[src/chacha_pkg.sv]
// Shared types, constants and helpers for the ChaCha20 stream cipher unit.
// No dependencies; imported by chacha_core and chacha20_stream_cipher_unit.
package chacha_pkg;

    localparam int BLOCK_BYTES = 64;
    localparam int POS_W       = $clog2(BLOCK_BYTES);
    localparam int NUM_WORDS   = BLOCK_BYTES / 4;
    localparam int WIDX_W      = $clog2(NUM_WORDS);
    localparam int DROUNDS     = 10;
    localparam int DR_W        = $clog2(DROUNDS);

    typedef logic [31:0]                t_word;
    typedef logic [NUM_WORDS-1:0][31:0] t_words;
    typedef logic [POS_W-1:0]           t_pos;

    localparam t_word SIGMA_0 = 32'h61707865;
    localparam t_word SIGMA_1 = 32'h3320646e;
    localparam t_word SIGMA_2 = 32'h79622d32;
    localparam t_word SIGMA_3 = 32'h6b206574;

    typedef enum logic [2:0] {
        CFG_KEY_01   = 3'd0,
        CFG_KEY_23   = 3'd1,
        CFG_KEY_45   = 3'd2,
        CFG_KEY_67   = 3'd3,
        CFG_NONCE_01 = 3'd4,
        CFG_NONCE_2  = 3'd5
    } t_cfg_idx;

    // Quarter-round step k uses rotate amounts 16, 12, 8, 7.
    function automatic t_word f_step_rotl(input t_word v, input logic [1:0] step);
        t_word r;
        case (step)
            2'd0:    r = {v[15:0], v[31:16]};
            2'd1:    r = {v[19:0], v[31:20]};
            2'd2:    r = {v[23:0], v[31:24]};
            2'd3:    r = {v[24:0], v[31:25]};
            default: r = v;
        endcase
        return r;
    endfunction

    // Byte of the serialized keystream block at a given position.
    function automatic logic [7:0] f_ks_byte(input t_words w, input t_pos pos);
        t_word sel;
        sel = w[pos[POS_W-1:2]];
        return sel[{pos[1:0], 3'b000} +: 8];
    endfunction

endpackage

[src/chacha20_stream_cipher_unit.sv]
// ChaCha20 stream cipher unit (96-bit nonce, 32-bit block counter) top level.
// Depends on chacha_pkg and chacha_core.
//
// Each input word (one byte) is XORed with the next keystream byte and sent out; encryption
// and decryption are the same. The user must write key and nonce through the configuration
// port only while the unit is idle; the unit does not enforce it. A byte flagged message_start
// restarts the block counter at zero. A byte that finds a keystream block in the buffer is
// XORed and registered for output, and the unit accepts one byte per cycle while the output
// register is empty or being taken. A byte at a 64-byte boundary, a message_start byte, or
// the first after reset waits for a new block from the single step unit in chacha_core that
// performs one add, xor and rotate per cycle (320 round steps, a load and a final add). The
// input is not ready while a block is being computed.
module chacha20_stream_cipher_unit (
    input  logic        i_clk,
    input  logic        i_rst_n,
    input  logic        i_in_valid,
    output logic        o_in_ready,
    input  logic [7:0]  i_data_byte,
    input  logic        i_message_start,
    output logic        o_out_valid,
    input  logic        i_out_ready,
    output logic [7:0]  o_out_byte,
    input  logic        i_cfg_valid,
    output logic        o_cfg_ready,
    input  logic [2:0]  i_cfg_index,
    input  logic [63:0] i_cfg_data
);
    import chacha_pkg::*;

    typedef enum logic [1:0] {
        T_IDLE = 2'b01,
        T_GEN  = 2'b10
    } t_top_state;

    logic [63:0] r_key01, r_key23, r_key45, r_key67, r_nonce01;
    logic [31:0] r_nonce2;

    t_top_state  r_state, n_state;
    logic [31:0] r_counter, n_counter;
    t_pos        r_pos, n_pos;
    logic        r_buf_valid, n_buf_valid;
    logic        r_gen_start, n_gen_start;
    logic        r_out_valid, n_out_valid;
    logic [7:0]  r_out_byte, n_out_byte;
    logic [7:0]  r_data, n_data;

    t_words init;
    t_words ks_words;
    logic   core_done;
    logic   in_ready;
    logic   accept;
    logic   need_block;

    always_comb begin
        init[0]  = SIGMA_0;
        init[1]  = SIGMA_1;
        init[2]  = SIGMA_2;
        init[3]  = SIGMA_3;
        init[4]  = r_key01[31:0];
        init[5]  = r_key01[63:32];
        init[6]  = r_key23[31:0];
        init[7]  = r_key23[63:32];
        init[8]  = r_key45[31:0];
        init[9]  = r_key45[63:32];
        init[10] = r_key67[31:0];
        init[11] = r_key67[63:32];
        init[12] = r_counter;
        init[13] = r_nonce01[31:0];
        init[14] = r_nonce01[63:32];
        init[15] = r_nonce2;
    end

    chacha_core u_core (
        .i_clk   (i_clk),
        .i_rst_n (i_rst_n),
        .i_start (r_gen_start),
        .i_init  (init),
        .o_done  (core_done),
        .o_words (ks_words)
    );

    assign in_ready   = (r_state == T_IDLE) && (!r_out_valid || i_out_ready);
    assign accept     = i_in_valid && in_ready;
    assign need_block = i_message_start || (r_pos == '0) || !r_buf_valid;

    always_comb begin
        n_state     = r_state;
        n_counter   = r_counter;
        n_pos       = r_pos;
        n_buf_valid = r_buf_valid;
        n_gen_start = 1'b0;
        n_out_valid = r_out_valid && !i_out_ready;
        n_out_byte  = r_out_byte;
        n_data      = r_data;
        case (r_state)
            T_IDLE: begin
                if (accept) begin
                    if (need_block) begin
                        if (i_message_start) begin
                            n_counter = '0;
                            n_pos     = '0;
                        end
                        n_buf_valid = 1'b0;
                        n_gen_start = 1'b1;
                        n_data      = i_data_byte;
                        n_state     = T_GEN;
                    end else begin
                        n_out_byte  = i_data_byte ^ f_ks_byte(ks_words, r_pos);
                        n_out_valid = 1'b1;
                        n_pos       = r_pos + t_pos'(1);
                    end
                end
            end
            T_GEN: begin
                if (core_done) begin
                    n_counter   = r_counter + 32'd1;
                    n_buf_valid = 1'b1;
                    n_out_byte  = r_data ^ f_ks_byte(ks_words, r_pos);
                    n_out_valid = 1'b1;
                    n_pos       = r_pos + t_pos'(1);
                    n_state     = T_IDLE;
                end
            end
            default: n_state = T_IDLE;
        endcase
    end

    always_ff @(posedge i_clk) begin
        if (!i_rst_n) begin
            r_state     <= T_IDLE;
            r_counter   <= '0;
            r_pos       <= '0;
            r_buf_valid <= 1'b0;
            r_gen_start <= 1'b0;
            r_out_valid <= 1'b0;
        end else begin
            r_state     <= n_state;
            r_counter   <= n_counter;
            r_pos       <= n_pos;
            r_buf_valid <= n_buf_valid;
            r_gen_start <= n_gen_start;
            r_out_valid <= n_out_valid;
        end
    end

    always_ff @(posedge i_clk) begin
        r_out_byte <= n_out_byte;
        r_data     <= n_data;
    end

    // configuration registers; unknown indexes are dropped
    always_ff @(posedge i_clk) begin
        if (!i_rst_n) begin
            r_key01   <= '0;
            r_key23   <= '0;
            r_key45   <= '0;
            r_key67   <= '0;
            r_nonce01 <= '0;
            r_nonce2  <= '0;
        end else if (i_cfg_valid) begin
            case (i_cfg_index)
                CFG_KEY_01:   r_key01   <= i_cfg_data;
                CFG_KEY_23:   r_key23   <= i_cfg_data;
                CFG_KEY_45:   r_key45   <= i_cfg_data;
                CFG_KEY_67:   r_key67   <= i_cfg_data;
                CFG_NONCE_01: r_nonce01 <= i_cfg_data;
                CFG_NONCE_2:  r_nonce2  <= i_cfg_data[31:0];
                default: ;
            endcase
        end
    end

    assign o_in_ready  = in_ready;
    assign o_out_valid = r_out_valid;
    assign o_out_byte  = r_out_byte;
    assign o_cfg_ready = 1'b1;

endmodule

[src/chacha_core.sv]
// ChaCha20 block function: one add/xor/rotate step unit, reused 320 times.
// Depends on chacha_pkg. Rows are rotated in place so the unit always works on column 0.
module chacha_core (
    input  logic               i_clk,
    input  logic               i_rst_n,
    input  logic               i_start,
    input  chacha_pkg::t_words i_init,
    output logic               o_done,
    output chacha_pkg::t_words o_words
);
    import chacha_pkg::*;

    typedef enum logic [2:0] {
        S_IDLE  = 3'b001,
        S_ROUND = 3'b010,
        S_FINAL = 3'b100
    } t_core_state;

    t_core_state      r_state, n_state;
    logic [1:0]       r_step, n_step;
    logic [2:0]       r_qr, n_qr;
    logic [DR_W-1:0]  r_dround, n_dround;
    logic             r_done, n_done;
    t_words           r_words, n_words;

    t_word      sum;
    t_word      mix;
    t_word      rot;
    t_words     upd;
    t_words     rowrot;
    logic [1:0] amt [4];

    always_comb begin
        sum = r_step[0] ? (r_words[8] + r_words[12]) : (r_words[0] + r_words[4]);
        mix = r_step[0] ? (r_words[4] ^ sum) : (r_words[12] ^ sum);
        rot = f_step_rotl(mix, r_step);
        upd = r_words;
        if (r_step[0]) begin
            upd[8] = sum;
            upd[4] = rot;
        end else begin
            upd[0]  = sum;
            upd[12] = rot;
        end
        // after each quarter-round shift rows left by one; the last column QR also
        // diagonalizes, the last diagonal QR also undoes it
        for (int r = 0; r < 4; r++) begin
            if (r_qr == 3'd3) begin
                amt[r] = 2'd1 + r[1:0];
            end else if (r_qr == 3'd7) begin
                amt[r] = 2'd1 - r[1:0];
            end else begin
                amt[r] = 2'd1;
            end
            for (int c = 0; c < 4; c++) begin
                rowrot[r*4 + c] = upd[r*4 + 32'(2'(c[1:0] + amt[r]))];
            end
        end
    end

    always_comb begin
        n_state  = r_state;
        n_step   = r_step;
        n_qr     = r_qr;
        n_dround = r_dround;
        n_done   = 1'b0;
        n_words  = r_words;
        case (r_state)
            S_IDLE: begin
                if (i_start) begin
                    n_words  = i_init;
                    n_step   = '0;
                    n_qr     = '0;
                    n_dround = '0;
                    n_state  = S_ROUND;
                end
            end
            S_ROUND: begin
                n_step = r_step + 2'd1;
                if (r_step == 2'd3) begin
                    n_words = rowrot;
                    n_qr    = r_qr + 3'd1;
                    if (r_qr == 3'd7) begin
                        if (r_dround == DR_W'(DROUNDS - 1)) begin
                            n_state = S_FINAL;
                        end else begin
                            n_dround = r_dround + DR_W'(1);
                        end
                    end
                end else begin
                    n_words = upd;
                end
            end
            S_FINAL: begin
                for (int i = 0; i < NUM_WORDS; i++) begin
                    n_words[i] = r_words[i] + i_init[i];
                end
                n_done  = 1'b1;
                n_state = S_IDLE;
            end
            default: n_state = S_IDLE;
        endcase
    end

    always_ff @(posedge i_clk) begin
        if (!i_rst_n) begin
            r_state  <= S_IDLE;
            r_step   <= '0;
            r_qr     <= '0;
            r_dround <= '0;
            r_done   <= 1'b0;
        end else begin
            r_state  <= n_state;
            r_step   <= n_step;
            r_qr     <= n_qr;
            r_dround <= n_dround;
            r_done   <= n_done;
        end
    end

    always_ff @(posedge i_clk) begin
        r_words <= n_words;
    end

    assign o_done  = r_done;
    assign o_words = r_words;

endmodule

[config.mk]
export PLATFORM = sky130hd
export DESIGN_NAME = chacha20_stream_cipher_unit
export DESIGN_NICKNAME = d
export VERILOG_FILES = /design/src/chacha_pkg.sv /design/src/chacha20_stream_cipher_unit.sv /design/src/chacha_core.sv
export SDC_FILE = /design/constraint.sdc
export NUM_CORES = 2
export LEC_CHECK = 0
export ABC_AREA = 0
export BUFFER_PORTS_ARGS = -buffer_cell sky130_fd_sc_hd__buf_2
export CORE_MARGIN = 2
export CORE_UTILIZATION = 35
export DETAILED_ROUTE_END_ITERATION = 16
export GPL_ROUTABILITY_DRIVEN = 1
export PLACE_DENSITY_LB_ADDON = 0.2
export SLEW_MARGIN = 20
export SYNTH_ARGS = -nofsm -noshare
export SYNTH_HDL_FRONTEND = slang
export SYNTH_SLANG_ARGS = --single-unit
[constraint.sdc]
create_clock -name i_clk -period 66.6 [get_ports i_clk]
set_clock_uncertainty 0.15 [all_clocks]
set_input_delay 3.33 -clock i_clk [delete_from_list [all_inputs] [get_ports i_clk]]
set_output_delay 3.33 -clock i_clk [all_outputs]
set_load 0.05 [all_outputs]
; ---- Word-level counts from Yosys, hierarchy flattened
; Index checks and enable logic that the tools add are counted.
[classes]
n_addsub = 44
n_lt_le_gt_ge = 13
eq_ne = 27
shift = 1
muxes = 85
bitwise = 4
reduce_logical = 34
[ops]
columns = cell, n
row1 = $bmux 32 s4, 13
row2 = $pmux 512 s3, 1
row3 = $mux 512, 2
row4 = $mux 32, 23
row5 = $add 32x32->32, 14
row6 = $lt 32x5->1 const B, 12
row7 = $pmux 32 s4, 1
row8 = $add 32x31->32 const B, 3
row9 = $pmux 32 s2, 1
row10 = $xor 32x32->32, 2
row11 = $add 4x2->5 const A, 8
row12 = $add 32x1->32 const B, 1
row13 = $add 32x30->32 const B, 1
row14 = $shiftx 32x6->8, 1
row15 = $mux 6, 4
row16 = $mux 8, 3
row17 = $mux 2, 9
row18 = $mux 3, 6
row19 = $add 3x2->4 const A, 4
row20 = $mux 4, 4
row21 = $pmux 8 s2, 1
row22 = $reduce_and 2->1, 8
row23 = $reduce_and 4->1, 4
row24 = $xor 8x8->8, 2
row25 = other kinds (32), 80
[word_totals]
ff_bits = 936
in_bits = 81
output_inout_bits = 11
wordCells = 243

; ---- Depth between registers and ports, before layout
[depth]
ltp_word = 10
mapped_depth = 18
mapped_depth_nobuf = 14

; ---- Hierarchy
; From an unflattened synthesis, not the netlist that was laid out.
[unflattened]
hier_cells = 9491
area_unflattened_um2 = 80557.3
[modules_own_cells]
columns = mod, instances, cells_each, area_each_um2, seq_area_each_um2
row1 = chacha_core, 1, 7334, 60779.5, 15635.0
row2 = chacha20_stream_cipher_unit, 1, 2157, 19777.7, 8388.0

; ---- Worst setup path after synthesis
; OpenSTA, ideal clock, no wires.
[synth_timing]
path_type = register -> register
startpoint = register u_core.r_step[0]
endpoint = register u_core.r_words, in the netlist u_core.o_words[32], enable pin
setup_ns = 0.379
arrival_ns = 22.443
required_ns = 66.071
path_slack_ns = 43.628
path_stages_with_launch = 8
path_buffers = 2
synth_period_minus_slack_ns = 22.972
path_cell_list = dfxtp_1 > ha_1 > clkbuf_1 > clkbuf_1 > nor2_1 > a21oi_1 > nand2_1 > inv_1
[synth_via]
elab_chain_cells = 3
[synth_lines]
columns = item, line_no
row1 = start: declaration, chacha_core.sv:20  ; logic [1:0] r_step, n_step;
row2 = start signal: assignment, chacha_core.sv:114  ; r_step <= n_step;
row3 = $eq 2x2->1, chacha_core.sv:80  ; if (r_step == 2'd3) begin
row4 = $ne 2x1->1 (no source line), --
row5 = $reduce_and 3->1 (no source line), --
row6 = end signal: assignment, chacha_core.sv:122  ; r_words <= n_words;
row7 = end: declaration, chacha_core.sv:24  ; t_words r_words, n_words;
; Every way passes these cells.
; A chain may end at the register's enable or synchronous reset.

; ---- Final worst setup path
[layout_timing]
startpoint = input port i_out_ready
endpoint = output port o_in_ready
[layout_via]
elab_chain_cells = 2
[layout_lines]
columns = item, line_no
row1 = start: declaration, chacha20_stream_cipher_unit.sv:21  ; input logic i_out_ready,
row2 = $logic_or 1x1->1, chacha20_stream_cipher_unit.sv:82  ; assign in_ready = (r_state == T_IDLE) && (!r_out_valid || i_out_ready);
row3 = $logic_and 1x1->1, chacha20_stream_cipher_unit.sv:82
row4 = end: declaration, chacha20_stream_cipher_unit.sv:17  ; output logic o_in_ready,
; Every way passes these cells.

==> metrics.md <==
| Metric | Value |
|---|---|
| Status | `completed` |
| Comb pwr share | `32.4%` |
| Clock tree root driver cell | `clkbuf_16` |
| Internal | `0.00131 W` |
| Post-layout util | `38.7%` |
| Slew @ Worst Pin | `1310 ps` |
| R2R Setup Slk | `60360 ps` |
| Relative slew slack | `~13%` |
| Initial DRT Pass Iterations | `10` |
| Longest Clk Path Bufs | `3` |
| Synthesized cell area | `around 77000 sq um` |
| Pin count of the biggest net entering global routing | `136` |
| Delay-heaviest family, CP | `simple AND/OR/NAND/NOR gates` |
| TritonCTS Buffers | `119` |
| # Max-Cap Violations | `0` |
| Sequential fraction of the synthesis area | `between 30% and 40%` |
| Crit end category | `primary output` |
| Cell mode on critical path | `buf_2` |
| Residual DRC | `0` |
| Post-cts sizing count | `0` |
| Leak Pwr | `31.0 nW` |
| Post-Place Cells | `11534` |
| DRT iter0 DRCs | `11825` |
| Crit Path Max Fanout | `3` |
| Mapped Nets | `about 9500` |
| Switch Pwr | `0.000880 W` |
| Overall routed net length | `405 mm` |
| Overflow after GRT | `0` |
| Die height | `473 um` |
| GPL Wtd Cong | `around 1` |
| Final hold vios | `0` |
| VDD IR max | `0.0248 mV` |
| Vias per cell | `6.56` |
| # IOs | `92` |
| Worst skew pair latency | `860 ps` |
| Synth cell types | `117` |
| # nets final | `9333` |
| Final setup viols | `0` |
| Commonest non-fill, non-tap cell in the layout | `nand2_1` |
| Seq pwr share | `a little over a third` |
| Pre-CTS WS | `59140 ps` |
| Critical Path AT | `3980 ps` |
| Setup TNS | `0 ps` |
| Non-Filler Instances | `11779` |
| Total GRT Usage | `34.9%` |
| CTS Sinks | `between 900 and 1000` |
| Pwr dens | `25.8 nW/um^2` |
| Fin crit share | `11.2%` |
| Multi-input logic area | `50800 sq um` |
| Initial antenna violation count | `64` |
| Die area | `224000 sq um` |
| Hold Crit Class | `reg -> reg` |
| Clk network pwr share | `32.4%` |
| Postcts setup bufs | `0` |
| RSZ-0062 raised after global routing | `false` |
| Most frequent cells in the layout | `nand2_1, a21oi_1, o21ai_0` |
| First-pass GRT wire length | `558 mm` |
| CORE AREA | `~220000 sq um` |
| Crit path largest cell delay | `210 ps` |
| Htree depth | `3` |
| Synth warnings | `0` |
| Post-synthesis sequential element count | `936` |
| Register area | `approximately 24000 sq um` |
| CP bufs+invs | `2` |
| Ys flop type | `edfxtp_1` |
| Layout area overhead | `10.1%` |
| Die width | `about 470 um` |
| Share of cells above drive strength 1 | `a little under a tenth` |
| Fin crit period | `7460 ps` |
| GR Util met3 | `8.78%` |
| Worst EP required | `63120 ps` |
| PortBufs | `90` |
| Fmax | `134 MHz` |
| WL/cell | `34.4 um` |
| Worst-path cell chain | `buf_2 > nand2b_1 > and2_1 > buf_2` |
| Met1 Use GR | `45.5%` |
| Switching share of total power | `40.2%` |
| Most Crowded Layer GR | `met2` |
| Mean Syn Cell Area | `roughly 8.6 sq um` |
| Slew Viols, Final | `0` |
| Clock slew seen by the registers of the worst setup and hold paths | `approximately 60 ps` |
| Async set-reset flop share out of synthesis | `0%` |
| # rows | `172` |
| CTS tree | `built` |
| Met2 Track Usage GR | `51.9%` |
| Cells after Synth | `8965` |
| Post-CTS Hold Buffers | `0` |
| Antenna-violating nets left | `0` |
| Critical path class | `in -> out` |
| Vias | `77255` |
| Fill count | `22139` |
| DP HPWL | `just under 300 mm` |
| Vias in the first global route | `71650` |
| Critical Path Start Type | `primary input` |
| Worst hold slack | `324 ps` |
| Final setup margin | `59140 ps` |
| EDFF count, synth | `528` |
| CP max-delay cell | `buf_2` |
| Initial core utilization | `35.2%` |
==> logic make-up after synthesis <==
group | Yosys count | synth area share, %
AO/OA/AOI/OAI | 3107 | 26.2
AND/OR/NAND/NOR | 2675 | 15.1
flip-flops | 936 | 31.1
buffers and inverters | 688 | 3.39
XOR/XNOR | 569 | 6.90
multiplexers | 521 | 9.54
adder cells (fa/ha/maj) | 468 | 7.73
other | 1 | 0.00486
==> flip-flops by register name, summed over array words and instances, names as in the netlist, 4 cells and up <==
register / count
r_data: 8
u_core.r_dround: 4
r_nonce01: 64
r_key45: 64
r_nonce2: 32
o_out_byte: 8
r_key01: 64
r_key67: 64
r_pos: 6
u_core.o_words: 512
r_key23: 64
r_counter: 32
==> worst paths after layout <==
check                      startpoint             endpoint  depth (start not counted)
hold reg to reg           r_key01[51]          r_key01[51]                          2
setup / recovery          i_out_ready           o_in_ready                          4
setup reg to reg  u_core.o_words[384]  u_core.o_words[226]                         15
hold / removal            r_key01[51]          r_key01[51]                          2
==> synth_stat cells (all sizes together), types with 161 or more instances <==
library cell | n | area [sq um]
nand2 | 1353 | 5080
a21o | 201 | 1520
edfxtp | 528 | 15900
a21oi | 877 | 4410
dfxtp | 408 | 8170
ha | 454 | 5680
nor2 | 618 | 2320
clkbuf | 432 | 1620
o21ai | 749 | 3760
mux2i | 259 | 2590
mux4 | 161 | 3630
xnor2 | 313 | 2740
xor2 | 232 | 2030
==> metrics by stage <==
| step | total power [W] | cell area, sq um |
|---|---|---|
| 4_1_cts | 0.00216 | 84800 |
| 3_5_place_dp | 0.00145 | 80700 |
| 2_1_floorplan | 0.00118 | 77100 |
| 5_1_grt | 0.00224 | 84900 |
| 3_3_place_gp | 0.00145 | 80700 |
| 6_report | 0.00219 | 84900 |
==> layer usage <==
metal	wire length, um	vias up
met5	91	-
met4	28600	14
met3	46400	991
met2	171000	5039
met1	159000	37826
li1	-	33385
==> area by class of cell <==
cell class | count | area share [%]
Clock inverter | 52 | 0.665
Tap cell | 2871 | 4.23
Sequential cell | 936 | 28.3
Inverter | 143 | 0.647
Multi-Input combinational cell | 7341 | 59.8
Timing Repair Buffer | 243 | 2.07
Antenna cell | 19 | 0.0560
Clock buffer | 174 | 4.23
==> power groups by stage <==
stage	sequential, W	combinational, W	clock [W]
3_5_place_dp	0.000776	0.000678	0
4_1_cts	0.000764	0.000682	0.000715
6_report	0.000772	0.000709	0.000709
2_1_floorplan	0.000769	0.000414	0
5_1_grt	0.000774	0.000737	0.000734
3_3_place_gp	0.000773	0.000674	0
==> worst register-to-register path: stages, from the launching register on <==
cell and delay, ps:
edfxtp_1 580, ha_1 310, fa_1 430, a211oi_1 270
o21bai_1 200, a311oi_4 510, a311oi_1 300, a211oi_1 590
xnor2_1 180, buf_4 240, mux2i_1 120, a221o_1 390
a31oi_2 630, a21oi_1 230, o41ai_1 700, a21oi_1 150
Note: power is estimated with default switching activity, not from simulation.
